[config.mk]
export PLATFORM = sky130hd
export DESIGN_NAME = speed_torque_curve_interpolator_flat
export DESIGN_NICKNAME = d
export VERILOG_FILES = /design/src/rtl/core/stci_pkg.sv /design/src/rtl/core/stci_if.sv /design/src/rtl/core/stci_div.sv /design/src/rtl/core/stci_cfg.sv /design/src/rtl/core/speed_torque_curve_interpolator.sv /design/src/flat_wrapper.sv
export SDC_FILE = /design/constraint.sdc
export NUM_CORES = 2
export LEC_CHECK = 0
export ABC_AREA = 1
export BUFFER_PORTS_ARGS = -buffer_cell sky130_fd_sc_hd__buf_2
export CORE_MARGIN = 10
export CORE_UTILIZATION = 30
export DETAILED_ROUTE_END_ITERATION = 8
export PLACE_DENSITY_LB_ADDON = 0.05
export SETUP_SLACK_MARGIN = 0.5
export SLEW_MARGIN = 40
export SYNTH_ARGS = -nofsm -noshare
export SYNTH_HDL_FRONTEND = slang
export SYNTH_SLANG_ARGS = --single-unit
[constraint.sdc]
create_clock -name clk -period 9.45 [get_ports clk]
set_input_delay 0.945 -clock clk [delete_from_list [all_inputs] [get_ports clk]]
set_output_delay 0.945 -clock clk [all_outputs]
set_load 0.01 [all_outputs]
[src/rtl/core/stci_pkg.sv]
// Shared types and constants for the speed to torque curve interpolator.
// Used by the channel interfaces, the divider, the register file and the top level.
package stci_pkg;

    localparam int SPD_W     = 10;
    localparam int TRQ_W     = 7;
    localparam int CUR_W     = 16;
    localparam int LIM_W     = 17;
    localparam int SEG_W     = 4;
    localparam int MAX_PTS   = 9;
    localparam int PTS_A     = 6;
    localparam int PTS_B     = 3;
    localparam int PT_W      = 4;
    localparam int CFG_W     = 63;
    localparam int CFG_IDX_W = 2;

    localparam int SPA_W = PTS_A * SPD_W;
    localparam int SPB_W = PTS_B * SPD_W;
    localparam int TRQ_ALL_W = MAX_PTS * TRQ_W;

    // Divider sizing: the slope product is 7 x 10 bits, divided by a 10-bit speed step.
    localparam int PROD_W    = TRQ_W + SPD_W;
    localparam int DIVR_W    = SPD_W;
    localparam int DIV_STEPS = PROD_W;
    localparam int DIV_CNT_W = 5;

    localparam int PCT_SCALE = 100;

    // The scaled current is 16 x 7 bits. Multiplying it by the reciprocal of the percent
    // scale, rounded up, and dropping RCP_SHIFT bits divides exactly for every such product.
    localparam int SCL_W     = CUR_W + TRQ_W;
    localparam int RCP_W     = 24;
    localparam int RCP_SHIFT = 30;
    localparam logic [RCP_W-1:0] RCP_MUL =
        RCP_W'(((64'd1 << RCP_SHIFT) + 64'(PCT_SCALE) - 64'd1) / 64'(PCT_SCALE));

    localparam logic [SEG_W-1:0] SEG_BELOW = 4'd0;
    localparam logic [SEG_W-1:0] SEG_ABOVE = 4'd9;

    localparam logic [CFG_IDX_W-1:0] REG_SPEED_A = 2'd0;
    localparam logic [CFG_IDX_W-1:0] REG_SPEED_B = 2'd1;
    localparam logic [CFG_IDX_W-1:0] REG_TORQUE  = 2'd2;
    localparam logic [CFG_IDX_W-1:0] REG_MAX_CUR = 2'd3;

    typedef struct packed {
        logic              start;
        logic [PROD_W-1:0] dividend;
        logic [DIVR_W-1:0] divisor;
    } div_req_t;

    typedef struct packed {
        logic              done;
        logic [PROD_W-1:0] quotient;
    } div_rsp_t;

endpackage

[src/rtl/core/stci_if.sv]
// Valid/ready channel interfaces for the speed input and the current limit output.
// Depends on stci_pkg for the field widths.
interface stci_in_if;
    import stci_pkg::*;

    logic             valid;
    logic             ready;
    logic [SPD_W-1:0] wheel_speed;

    modport source (output valid, output wheel_speed, input ready);
    modport sink (input valid, input wheel_speed, output ready);
endinterface

interface stci_out_if;
    import stci_pkg::*;

    logic             valid;
    logic             ready;
    logic [LIM_W-1:0] current_limit;
    logic [SEG_W-1:0] segment;
    logic             held;

    modport source (output valid, output current_limit, output segment, output held,
                    input ready);
    modport sink (input valid, input current_limit, input segment, input held,
                  output ready);
endinterface

[src/rtl/core/stci_div.sv]
// Bit-serial restoring divider for the segment slope.
// Depends on stci_pkg for the request and response types.
module stci_div (
    input  logic               clk,
    input  logic               rst_n,
    input  stci_pkg::div_req_t req,
    output stci_pkg::div_rsp_t rsp
);
    import stci_pkg::*;

    logic                 active_reg, active_next;
    logic                 done_reg, done_next;
    logic [DIV_CNT_W-1:0] cnt_reg, cnt_next;
    logic [PROD_W-1:0]    quo_reg, quo_next;
    logic [DIVR_W-1:0]    rem_reg, rem_next;
    logic [DIVR_W-1:0]    dvs_reg, dvs_next;
    logic [DIVR_W:0]      trial;
    logic [DIVR_W:0]      diff;
    logic                 fits;

    always_comb
    begin
        trial       = {rem_reg, quo_reg[PROD_W-1]};
        diff        = trial - {1'b0, dvs_reg};
        fits        = trial >= {1'b0, dvs_reg};
        active_next = active_reg;
        done_next   = 1'b0;
        cnt_next    = cnt_reg;
        quo_next    = quo_reg;
        rem_next    = rem_reg;
        dvs_next    = dvs_reg;
        if (req.start)
        begin
            active_next = 1'b1;
            rem_next    = '0;
            dvs_next    = req.divisor;
            cnt_next    = DIV_CNT_W'(DIV_STEPS);
            quo_next    = req.dividend;
        end
        else if (active_reg)
        begin
            quo_next = {quo_reg[PROD_W-2:0], fits};
            rem_next = fits ? diff[DIVR_W-1:0] : trial[DIVR_W-1:0];
            cnt_next = cnt_reg - DIV_CNT_W'(1);
            if (cnt_reg == DIV_CNT_W'(1))
            begin
                active_next = 1'b0;
                done_next   = 1'b1;
            end
        end
    end

    always_ff @(posedge clk or negedge rst_n)
    begin
        if (!rst_n)
        begin
            active_reg <= 1'b0;
            done_reg   <= 1'b0;
            cnt_reg    <= '0;
        end
        else
        begin
            active_reg <= active_next;
            done_reg   <= done_next;
            cnt_reg    <= cnt_next;
        end
    end

    always_ff @(posedge clk)
    begin
        quo_reg <= quo_next;
        rem_reg <= rem_next;
        dvs_reg <= dvs_next;
    end

    assign rsp.done     = done_reg;
    assign rsp.quotient = quo_reg;

endmodule

[src/rtl/core/stci_cfg.sv]
// Configuration registers of the curve and the breakpoint selector.
// Depends on stci_pkg for register codes and field widths.
module stci_cfg (
    input  logic                            clk,
    input  logic                            rst_n,
    input  logic                            cfg_we,
    input  logic [stci_pkg::CFG_IDX_W-1:0]  cfg_index,
    input  logic [stci_pkg::CFG_W-1:0]      cfg_wdata,
    input  logic [stci_pkg::PT_W-1:0]       pt,
    output logic [stci_pkg::SPD_W-1:0]      speed,
    output logic [stci_pkg::TRQ_W-1:0]      torque,
    output logic [stci_pkg::CUR_W-1:0]      max_current
);
    import stci_pkg::*;

    logic [SPA_W-1:0]     spa_reg;
    logic [SPB_W-1:0]     spb_reg;
    logic [TRQ_ALL_W-1:0] trq_reg;
    logic [CUR_W-1:0]     cur_reg;

    always_ff @(posedge clk or negedge rst_n)
    begin
        if (!rst_n)
        begin
            spa_reg <= '0;
            spb_reg <= '0;
            trq_reg <= '0;
            cur_reg <= '0;
        end
        else if (cfg_we)
        begin
            case (cfg_index)
                REG_SPEED_A: spa_reg <= cfg_wdata[SPA_W-1:0];
                REG_SPEED_B: spb_reg <= cfg_wdata[SPB_W-1:0];
                REG_TORQUE:  trq_reg <= cfg_wdata[TRQ_ALL_W-1:0];
                REG_MAX_CUR: cur_reg <= cfg_wdata[CUR_W-1:0];
                default: ;
            endcase
        end
    end

    always_comb
    begin
        speed  = '0;
        torque = '0;
        for (int i = 0; i < PTS_A; i++)
        begin
            if (pt == PT_W'(i))
                speed = spa_reg[i*SPD_W +: SPD_W];
        end
        for (int i = 0; i < PTS_B; i++)
        begin
            if (pt == PT_W'(i + PTS_A))
                speed = spb_reg[i*SPD_W +: SPD_W];
        end
        for (int i = 0; i < MAX_PTS; i++)
        begin
            if (pt == PT_W'(i))
                torque = trq_reg[i*TRQ_W +: TRQ_W];
        end
    end

    assign max_current = cur_reg;

endmodule

[src/rtl/core/speed_torque_curve_interpolator.sv]
// Maps a wheel speed to a motor current limit through a curve of NUM_POINTS breakpoints.
// The block takes one item at a time: after an item is accepted it scans one breakpoint per
// cycle, then, for an item inside a segment, runs a bit-serial divider once for the segment
// slope (17 steps) and scales the percent with a multiply by the reciprocal of 100. An item
// that matches no breakpoint rule repeats the previous limit instead. A result still waiting
// to be taken holds the block in its output state until that result is taken.
// A finished result waits in an output register, so the next item can be accepted before it
// is taken. Configuration is written through cfg_we, cfg_index and cfg_wdata; the user must
// do so only while no item is in flight, which the block itself does not enforce.
module speed_torque_curve_interpolator #(
    parameter int NUM_POINTS = 9
) (
    input  logic                            clk,
    input  logic                            rst_n,
    stci_in_if.sink                         speed_ch,
    stci_out_if.source                      limit_ch,
    input  logic                            cfg_we,
    input  logic [stci_pkg::CFG_IDX_W-1:0]  cfg_index,
    input  logic [stci_pkg::CFG_W-1:0]      cfg_wdata
);
    import stci_pkg::*;

    localparam int K_W = (NUM_POINTS > 2) ? $clog2(NUM_POINTS) : 1;
    localparam logic [K_W-1:0] K_LAST = K_W'(NUM_POINTS - 1);

    localparam logic [2:0] ST_IDLE   = 3'd0;
    localparam logic [2:0] ST_SCAN   = 3'd1;
    localparam logic [2:0] ST_DECIDE = 3'd2;
    localparam logic [2:0] ST_INTERP = 3'd3;
    localparam logic [2:0] ST_SCALE  = 3'd4;
    localparam logic [2:0] ST_SCLDIV = 3'd5;
    localparam logic [2:0] ST_OUT    = 3'd6;

    logic [2:0]       state_reg, state_next;
    logic [K_W-1:0]   k_reg, k_next;
    logic [SPD_W-1:0] v_reg, v_next;
    logic             hit_reg, hit_next;
    logic             interp_reg, interp_next;
    logic [SEG_W-1:0] seg_reg, seg_next;
    logic [TRQ_W-1:0] pct_reg, pct_next;
    logic [TRQ_W-1:0] t0_reg, t0_next;
    logic             neg_reg, neg_next;
    logic [TRQ_W-1:0] mag_reg, mag_next;
    logic [SPD_W-1:0] dv_reg, dv_next;
    logic [SPD_W-1:0] ds_reg, ds_next;
    logic [SPD_W-1:0] prev_s_reg, prev_s_next;
    logic [TRQ_W-1:0] prev_t_reg, prev_t_next;
    logic [SCL_W-1:0] scl_reg, scl_next;
    logic [LIM_W-1:0] lim_reg, lim_next;
    logic [LIM_W-1:0] last_limit_reg, last_limit_next;
    logic [SEG_W-1:0] last_segment_reg, last_segment_next;
    logic             out_valid_reg, out_valid_next;
    logic [LIM_W-1:0] out_lim_reg, out_lim_next;
    logic [SEG_W-1:0] out_seg_reg, out_seg_next;
    logic             out_held_reg, out_held_next;

    logic [SPD_W-1:0]       spd;
    logic [TRQ_W-1:0]       trq;
    logic [CUR_W-1:0]       max_cur;
    logic [PROD_W-1:0]      seg_prod;
    logic [SCL_W-1:0]       scl_prod;
    logic [SCL_W+RCP_W-1:0] rcp_prod;
    logic [TRQ_W-1:0]       q_pct;
    logic                   below, in_seg, above, load_out;
    div_req_t               div_req;
    div_rsp_t               div_rsp;

    stci_cfg u_cfg (
        .clk         (clk),
        .rst_n       (rst_n),
        .cfg_we      (cfg_we),
        .cfg_index   (cfg_index),
        .cfg_wdata   (cfg_wdata),
        .pt          (PT_W'(k_reg)),
        .speed       (spd),
        .torque      (trq),
        .max_current (max_cur)
    );

    stci_div u_div (
        .clk   (clk),
        .rst_n (rst_n),
        .req   (div_req),
        .rsp   (div_rsp)
    );

    assign seg_prod = mag_reg * dv_reg;
    assign scl_prod = max_cur * pct_reg;
    assign rcp_prod = scl_reg * RCP_MUL;
    assign q_pct    = div_rsp.quotient[TRQ_W-1:0];

    // Rules of the current breakpoint; the above-last rule wins when it also matches.
    assign below  = (k_reg == '0) && (v_reg <= spd);
    assign in_seg = (k_reg != '0) && (prev_s_reg < v_reg) && (v_reg <= spd);
    assign above  = (k_reg == K_LAST) && (v_reg > spd);

    assign div_req.start    = (state_reg == ST_DECIDE) && hit_reg && interp_reg;
    assign div_req.dividend = seg_prod;
    assign div_req.divisor  = ds_reg;

    assign load_out = (state_reg == ST_OUT) && (!out_valid_reg || limit_ch.ready);

    always_comb
    begin
        state_next        = state_reg;
        k_next            = k_reg;
        v_next            = v_reg;
        hit_next          = hit_reg;
        interp_next       = interp_reg;
        seg_next          = seg_reg;
        pct_next          = pct_reg;
        t0_next           = t0_reg;
        neg_next          = neg_reg;
        mag_next          = mag_reg;
        dv_next           = dv_reg;
        ds_next           = ds_reg;
        prev_s_next       = prev_s_reg;
        prev_t_next       = prev_t_reg;
        scl_next          = scl_reg;
        lim_next          = lim_reg;
        last_limit_next   = last_limit_reg;
        last_segment_next = last_segment_reg;
        out_lim_next      = out_lim_reg;
        out_seg_next      = out_seg_reg;
        out_held_next     = out_held_reg;
        out_valid_next    = out_valid_reg && !limit_ch.ready;

        case (state_reg)
            ST_IDLE:
            begin
                if (speed_ch.valid)
                begin
                    v_next      = speed_ch.wheel_speed;
                    k_next      = '0;
                    hit_next    = 1'b0;
                    interp_next = 1'b0;
                    state_next  = ST_SCAN;
                end
            end
            ST_SCAN:
            begin
                prev_s_next = spd;
                prev_t_next = trq;
                if (above)
                begin
                    hit_next    = 1'b1;
                    interp_next = 1'b0;
                    seg_next    = SEG_ABOVE;
                    pct_next    = trq;
                end
                else if (in_seg)
                begin
                    hit_next    = 1'b1;
                    interp_next = 1'b1;
                    seg_next    = SEG_W'(k_reg);
                    t0_next     = prev_t_reg;
                    neg_next    = trq < prev_t_reg;
                    mag_next    = (trq < prev_t_reg) ? prev_t_reg - trq : trq - prev_t_reg;
                    dv_next     = v_reg - prev_s_reg;
                    ds_next     = spd - prev_s_reg;
                end
                else if (below)
                begin
                    hit_next    = 1'b1;
                    interp_next = 1'b0;
                    seg_next    = SEG_BELOW;
                    pct_next    = trq;
                end
                if (k_reg == K_LAST)
                    state_next = ST_DECIDE;
                else
                    k_next = k_reg + K_W'(1);
            end
            ST_DECIDE:
            begin
                if (!hit_reg)
                    state_next = ST_OUT;
                else if (interp_reg)
                    state_next = ST_INTERP;
                else
                    state_next = ST_SCALE;
            end
            ST_INTERP:
            begin
                // The quotient never exceeds the torque step, so the percent stays in range.
                if (div_rsp.done)
                begin
                    pct_next   = neg_reg ? t0_reg - q_pct : t0_reg + q_pct;
                    state_next = ST_SCALE;
                end
            end
            ST_SCALE:
            begin
                scl_next   = scl_prod;
                state_next = ST_SCLDIV;
            end
            ST_SCLDIV:
            begin
                lim_next   = rcp_prod[RCP_SHIFT +: LIM_W];
                state_next = ST_OUT;
            end
            ST_OUT:
            begin
                if (load_out)
                begin
                    out_valid_next = 1'b1;
                    out_held_next  = !hit_reg;
                    if (hit_reg)
                    begin
                        out_lim_next      = lim_reg;
                        out_seg_next      = seg_reg;
                        last_limit_next   = lim_reg;
                        last_segment_next = seg_reg;
                    end
                    else
                    begin
                        out_lim_next = last_limit_reg;
                        out_seg_next = last_segment_reg;
                    end
                    state_next = ST_IDLE;
                end
            end
            default:
            begin
                state_next = ST_IDLE;
            end
        endcase
    end

    always_ff @(posedge clk or negedge rst_n)
    begin
        if (!rst_n)
        begin
            state_reg        <= ST_IDLE;
            k_reg            <= '0;
            hit_reg          <= 1'b0;
            interp_reg       <= 1'b0;
            last_limit_reg   <= '0;
            last_segment_reg <= '0;
            out_valid_reg    <= 1'b0;
        end
        else
        begin
            state_reg        <= state_next;
            k_reg            <= k_next;
            hit_reg          <= hit_next;
            interp_reg       <= interp_next;
            last_limit_reg   <= last_limit_next;
            last_segment_reg <= last_segment_next;
            out_valid_reg    <= out_valid_next;
        end
    end

    always_ff @(posedge clk)
    begin
        v_reg        <= v_next;
        seg_reg      <= seg_next;
        pct_reg      <= pct_next;
        t0_reg       <= t0_next;
        neg_reg      <= neg_next;
        mag_reg      <= mag_next;
        dv_reg       <= dv_next;
        ds_reg       <= ds_next;
        prev_s_reg   <= prev_s_next;
        prev_t_reg   <= prev_t_next;
        scl_reg      <= scl_next;
        lim_reg      <= lim_next;
        out_lim_reg  <= out_lim_next;
        out_seg_reg  <= out_seg_next;
        out_held_reg <= out_held_next;
    end

    assign speed_ch.ready         = (state_reg == ST_IDLE);
    assign limit_ch.valid         = out_valid_reg;
    assign limit_ch.current_limit = out_lim_reg;
    assign limit_ch.segment       = out_seg_reg;
    assign limit_ch.held          = out_held_reg;

endmodule

[src/flat_wrapper.sv]
// flat-port wrapper written by rule: the top's interface ports become plain ports
module speed_torque_curve_interpolator_flat import stci_pkg::*;
#(
    parameter int NUM_POINTS = 9
)
  (clk, rst_n, cfg_we, cfg_index, cfg_wdata, speed_ch_valid, speed_ch_wheel_speed, speed_ch_ready, limit_ch_valid, limit_ch_current_limit, limit_ch_segment, limit_ch_held, limit_ch_ready);
  stci_in_if speed_ch_i ();
  stci_out_if limit_ch_i ();
  input  logic clk;
  input  logic rst_n;
  input  logic cfg_we;
  input  logic [stci_pkg::CFG_IDX_W-1:0] cfg_index;
  input  logic [stci_pkg::CFG_W-1:0] cfg_wdata;
  input wire logic [$bits(speed_ch_i.valid)-1:0] speed_ch_valid;
  input wire logic [$bits(speed_ch_i.wheel_speed)-1:0] speed_ch_wheel_speed;
  output wire logic [$bits(speed_ch_i.ready)-1:0] speed_ch_ready;
  output wire logic [$bits(limit_ch_i.valid)-1:0] limit_ch_valid;
  output wire logic [$bits(limit_ch_i.current_limit)-1:0] limit_ch_current_limit;
  output wire logic [$bits(limit_ch_i.segment)-1:0] limit_ch_segment;
  output wire logic [$bits(limit_ch_i.held)-1:0] limit_ch_held;
  input wire logic [$bits(limit_ch_i.ready)-1:0] limit_ch_ready;
  assign speed_ch_i.valid = speed_ch_valid;
  assign speed_ch_i.wheel_speed = speed_ch_wheel_speed;
  assign speed_ch_ready = speed_ch_i.ready;
  assign limit_ch_valid = limit_ch_i.valid;
  assign limit_ch_current_limit = limit_ch_i.current_limit;
  assign limit_ch_segment = limit_ch_i.segment;
  assign limit_ch_held = limit_ch_i.held;
  assign limit_ch_i.ready = limit_ch_ready;
  speed_torque_curve_interpolator #(.NUM_POINTS(NUM_POINTS)) u_core (.clk(clk), .rst_n(rst_n), .speed_ch(speed_ch_i), .limit_ch(limit_ch_i), .cfg_we(cfg_we), .cfg_index(cfg_index), .cfg_wdata(cfg_wdata));
endmodule
After elaboration in Yosys (flattened, before gate mapping)
Index checks and enable logic that the tools add are counted.
W data, S select, Z words.
- register bits after elaboration: 379
- input bits: 80
- output and inout bits: 24
- word-level logic and storage cells: 169
- add/subtract/negate cells: 9
- $mul: 3
- magnitude comparators: 5
- eq/ne operators: 26
- multiplexer cells: 61
- bitwise logic cells: 1
- reductions and logical operators: 32
- operator list (kind ; number):
    $mux W7 ; 15
    $mux W10 ; 10
    $mux W17 ; 3
    $mul A23 B24 Y47 const B ; 1
    $sub A10 B10 Y10 ; 3
    $mul A16 B7 Y23 ; 1
    $pmux W3 S7 ; 1
    $sub A7 B7 Y7 ; 3
    $mux W4 ; 5
    $mux W3 ; 6
    $mul A7 B10 Y17 ; 1
    $eq A4 B3 Y1 const B ; 4
    $mux W1 ; 15
    $pmux W7 S2 ; 1
    $reduce_and A2 Y1 ; 7
    $ge A11 B10 Y1 ; 1
    $gt A10 B10 Y1 ; 1
    $le A10 B10 Y1 ; 1
    $lt A10 B10 Y1 ; 1
    $mux W5 ; 2
    $eq A3 B3 Y1 const B ; 3
    $reduce_and A3 Y1 ; 3
    $eq A4 B2 Y1 const B ; 2
    $logic_and A1 B1 Y1 ; 8
    other kinds (28) ; 39

Longest topological paths before layout
- depth in word-level cells: 16
- gate-level depth with buffers: 27
- depth with buffers taken out: 26

Modules after synthesis
A second synthesis with hierarchy kept.
- cells, all modules: 3973
- area, all modules: 33980.1 sq um
- by module, submodules not included (module ; instances ; cells each ; area each (sq um) ; seq. area each (sq um)):
    speed_torque_curve_interpolator ; 1 ; 2723 ; 23867.9 ; 4829.6
    stci_cfg ; 1 ; 943 ; 7604.8 ; 4229.1
    stci_div ; 1 ; 307 ; 2507.4 ; 1186.1

Least setup slack after synthesis
OpenSTA, ideal clock, no wires.
- path kind: reg2reg
- start: reg u_core.scl_reg[6]
- end: reg u_core.lim_reg[8] (data pin)
- library setup time: 253 ps
- data arrival time: 5353 ps
- data required time: 9197 ps
- slack: 3844 ps
- stages on the path, launching flop included: 24
- buffers on the path: 0
- period minus slack after synthesis: 5606 ps
- cell sequence: edfxtp_1 > inv_1 > fa_1 > inv_1 > fa_1 > inv_1 > fa_1 > fa_1 > inv_1 > fa_1 > fa_1 > inv_1 > fa_1 > inv_1 > ha_1 > nand2_1 > nor2_1 > inv_1 > nor2_1 > inv_1 > o21ai_0 > nand2_1 > nand4_1 > nand2_1
- word-level cells in the longest chain between the ends: 1
- RTL lines (element ; line ; RTL):
    from (decl) ; speed_torque_curve_interpolator.sv:48 ; logic [SCL_W-1:0] scl_reg, scl_next;
    from (signal assigned) ; speed_torque_curve_interpolator.sv:266 ; scl_reg <= scl_next;
    $mul A23 B24 Y47 ; speed_torque_curve_interpolator.sv:89 ; assign rcp_prod = scl_reg * RCP_MUL;
    named net u_core.rcp_prod[38] ; speed_torque_curve_interpolator.sv:62 ; logic [SCL_W+RCP_W-1:0] rcp_prod;
    to (signal assigned) ; speed_torque_curve_interpolator.sv:267 ; lim_reg <= lim_next;
    to (decl) ; speed_torque_curve_interpolator.sv:49 ; logic [LIM_W-1:0] lim_reg, lim_next;
The timed path passes the listed nets, and every way through them passes these cells.
A chain may end at the register's enable or synchronous reset.

Worst setup path in the final report
- start: reg u_core.scl_reg[3]
- end: reg u_core.lim_reg[9] (data pin)
Same word-level chain as after synthesis.

==> results.sh <==
export IMPL_grt_overflow=0
export IMPL_cts_resized=0
export IMPL_clk_pin_slew_ns=0.06
export IMPL_status="complete, no violations"
export IMPL_rr_endpoint="u_core.lim_reg[9]"
export IMPL_drt_antenna_violating_nets=0
export IMPL_antenna_found_initial=1
export IMPL_synth_top_area_share=0.1820
export IMPL_async_reset_ff_frac=0.5462
export IMPL_ios=104
export IMPL_postSynthAreaPerCell_um2=8.589
export IMPL_rsz0062_at_grt="no"
export IMPL_synth_area_um2=33990
export IMPL_core_rowCount=123
export IMPL_timing_rr_start="u_core.scl_reg[3]"
export IMPL_endpoint_kind="flop"
export IMPL_synth_main_ff_cell="dfrtp_1"
export IMPL_maxCapViolCount=0
export IMPL_r2r_cells=21
export IMPL_synthTopCellsByArea="fa_1 (18%), dfrtp_1 (15%), edfxtp_1 (14%), ha_1 (14%), nand2_1 (10%)"
export IMPL_ys_top_cells_by_count="nand2_1 (928), inv_1 (762), ha_1 (384)"
export IMPL_ys_ff_latch=379
export IMPL_synth_area_leader_cell="fa_1"
export IMPL_numCtsBuffers=47
export IMPL_insertion_delay_ns=0.62
export IMPL_dieHeight_um=356.6
export IMPL_path_class="flop to flop"
export IMPL_grt_pass1_vias=26630
export IMPL_seq_area_frac_synth=0.3014
export IMPL_drtIter0Drc=1456
export IMPL_postCtsSetupBuffers=0
export IMPL_path_cells="fa_1, fa_1, inv_1, fa_1, inv_1, fa_1, fa_1, fa_1, inv_1, fa_1, inv_1, ha_1, nand2_1, nor2_1, inv_1, nor3_1, o21ai_0, nand2_1, nand2_1, nand4_1, nand2_1"
export IMPL_avgRoutedWirePerCell_um=18.78
export IMPL_cts_root_buf="clkbuf_16"
export IMPL_die_width_um=356.6
export IMPL_cp_required_ns=9.80
export IMPL_critPathArrivalTime_ns=6.66
export IMPL_final_max_slew_viol_count=0
export IMPL_gp_congestion=0.8462
export IMPL_start_util=0.3021
export IMPL_critPathLaunchType="flop"
export IMPL_drive_gt1_frac=0.06744
export IMPL_synth_edf_count=162
export IMPL_cts_hold_fix_buffers=0
export IMPL_netlist_instances=3957
export IMPL_dr_pass1_iters=7
export IMPL_finalSetupTns_ns=0
export IMPL_finalClockSkew_ns=0.04361
export IMPL_hold_class="input port to async pin"
export IMPL_synth_distinct_cells=54
export IMPL_crit_path_max_fanout=8
export IMPL_cts_sinks=379
export IMPL_max_clock_path_buffers=3
export IMPL_period_minus_slack_ns=6.318
export IMPL_finalHoldViolations=0
export IMPL_dpl_hpwl_mm=85.03
export IMPL_tightest_slew_ns=0.7995
export IMPL_fin_crit_sh=0.6686
export IMPL_ys_warn_count=0
export IMPL_dieArea_um2=127100
export IMPL_holdWs_ns=0.2795
export IMPL_largest_reg_flops=63
export IMPL_synthMostInstantiatedCell="nand2_1"
export IMPL_cts_htree_levels=2
export IMPL_drc=0
export IMPL_grt_usage=0.1640
export IMPL_core_um2=112500
export IMPL_slew_headroom=0.4650
export IMPL_grt_pass1_wl_mm=162.0
export IMPL_cts_tree="yes"
export IMPL_critPathMaxStageDelay_ns=0.67
export IMPL_setup_viol=0
export IMPL_cpMostUsedCell="fa_1"
export IMPL_io_buffers=103
export IMPL_n_antenna_cell=0
export IMPL_fmax_mhz=158.3
export IMPL_ff2ff_setup_slack_ns=3.13
export IMPL_cpMaxStageDelayCell="edfxtp_1"
export IMPL_via_count=25130
export IMPL_fin_nets=4784
export IMPL_area_delta_synth_final_pct=11.00
export IMPL_grt_start_max_net_pins=141
export IMPL_wl_mm=104.2
export IMPL_syn_nets=4730
export IMPL_vias_per_cell=4.529
## worst max-delay path: cells and delay by family (launching register included)
kind / cells / cell delay [ns]
flip-flops: 1 / 0.67
AND/OR/NAND/NOR: 7 / 0.97
buffers and inverters: 5 / 0.29
adder cells (fa/ha/maj): 8 / 3.92
AO/OA/AOI/OAI: 1 / 0.18
## layout make-up
class	instances	area, µm²
Inverter	770	2900
Sequential cell	379	10240
Clock inverter	26	319.1
Clock buffer	60	1296
Tap cell	1500	1877
Timing Repair Buffer	117	686.9
Fill cell	11940	74780
Multi-Input combinational cell	2696	20400
## placed cells by master, fill, tap and decap left out, types with 102 or more instances in the layout
cell / instances
nand2_1: 928
inv_1: 761
ha_1: 384
o21ai_0: 312
fa_1: 309
dfrtp_1: 207
nor2_1: 198
edfxtp_1: 162
a21oi_1: 132
nand3_1: 127
buf_2: 102
## worst max path at each step
stage	cells after the start	slack [ns]	startpoint	end
final	21	3.13	u_core.scl_reg[3]	u_core.lim_reg[9]
after floorplan	23	3.84	u_core.scl_reg[6]	u_core.lim_reg[8]
after global routing	21	2.80	u_core.scl_reg[3]	u_core.lim_reg[9]
after CTS	21	3.16	u_core.scl_reg[3]	u_core.lim_reg[9]
after detailed placement	21	3.19	u_core.scl_reg[3]	u_core.lim_reg[9]
after global placement	21	3.16	u_core.scl_reg[4]	u_core.lim_reg[9]
## cell families after synthesis
logic type | count (synthesis) | synth area share
adders and majority gates | 693 | 0.3234
buffers and inverters | 882 | 0.1002
AOI/OAI and AO/OA | 522 | 0.08339
xor gates and xnor gates | 76 | 0.01959
DFF | 379 | 0.3014
muxes | 3 | 0.0009939
and+or+nand+nor | 1402 | 0.1710
## per-layer routing
metal	track usage	up-vias	wire length, µm
met2	0.2611	356	46570
met3	0.02404	83	3651
met4	0.02931	0	1765
met5	0	-	0
met1	0.2359	12100	52220
li1	-	12590	-
## metrics by stage
stage	cell area, µm²	setup WS [ns]	utilization	cells
global route	37720	2.800	0.3353	5548
floorplan	33990	3.844	-	3957
finish	37720	3.132	0.3353	5548
CTS	37690	3.162	0.3350	5547
global placement	36040	3.165	0.3204	5460
detailed placement	36080	3.192	0.3207	5461
Power is left out: the tool's default activity adds up to more than one toggle a clock period on the data nets, which glitch-free logic cannot reach.
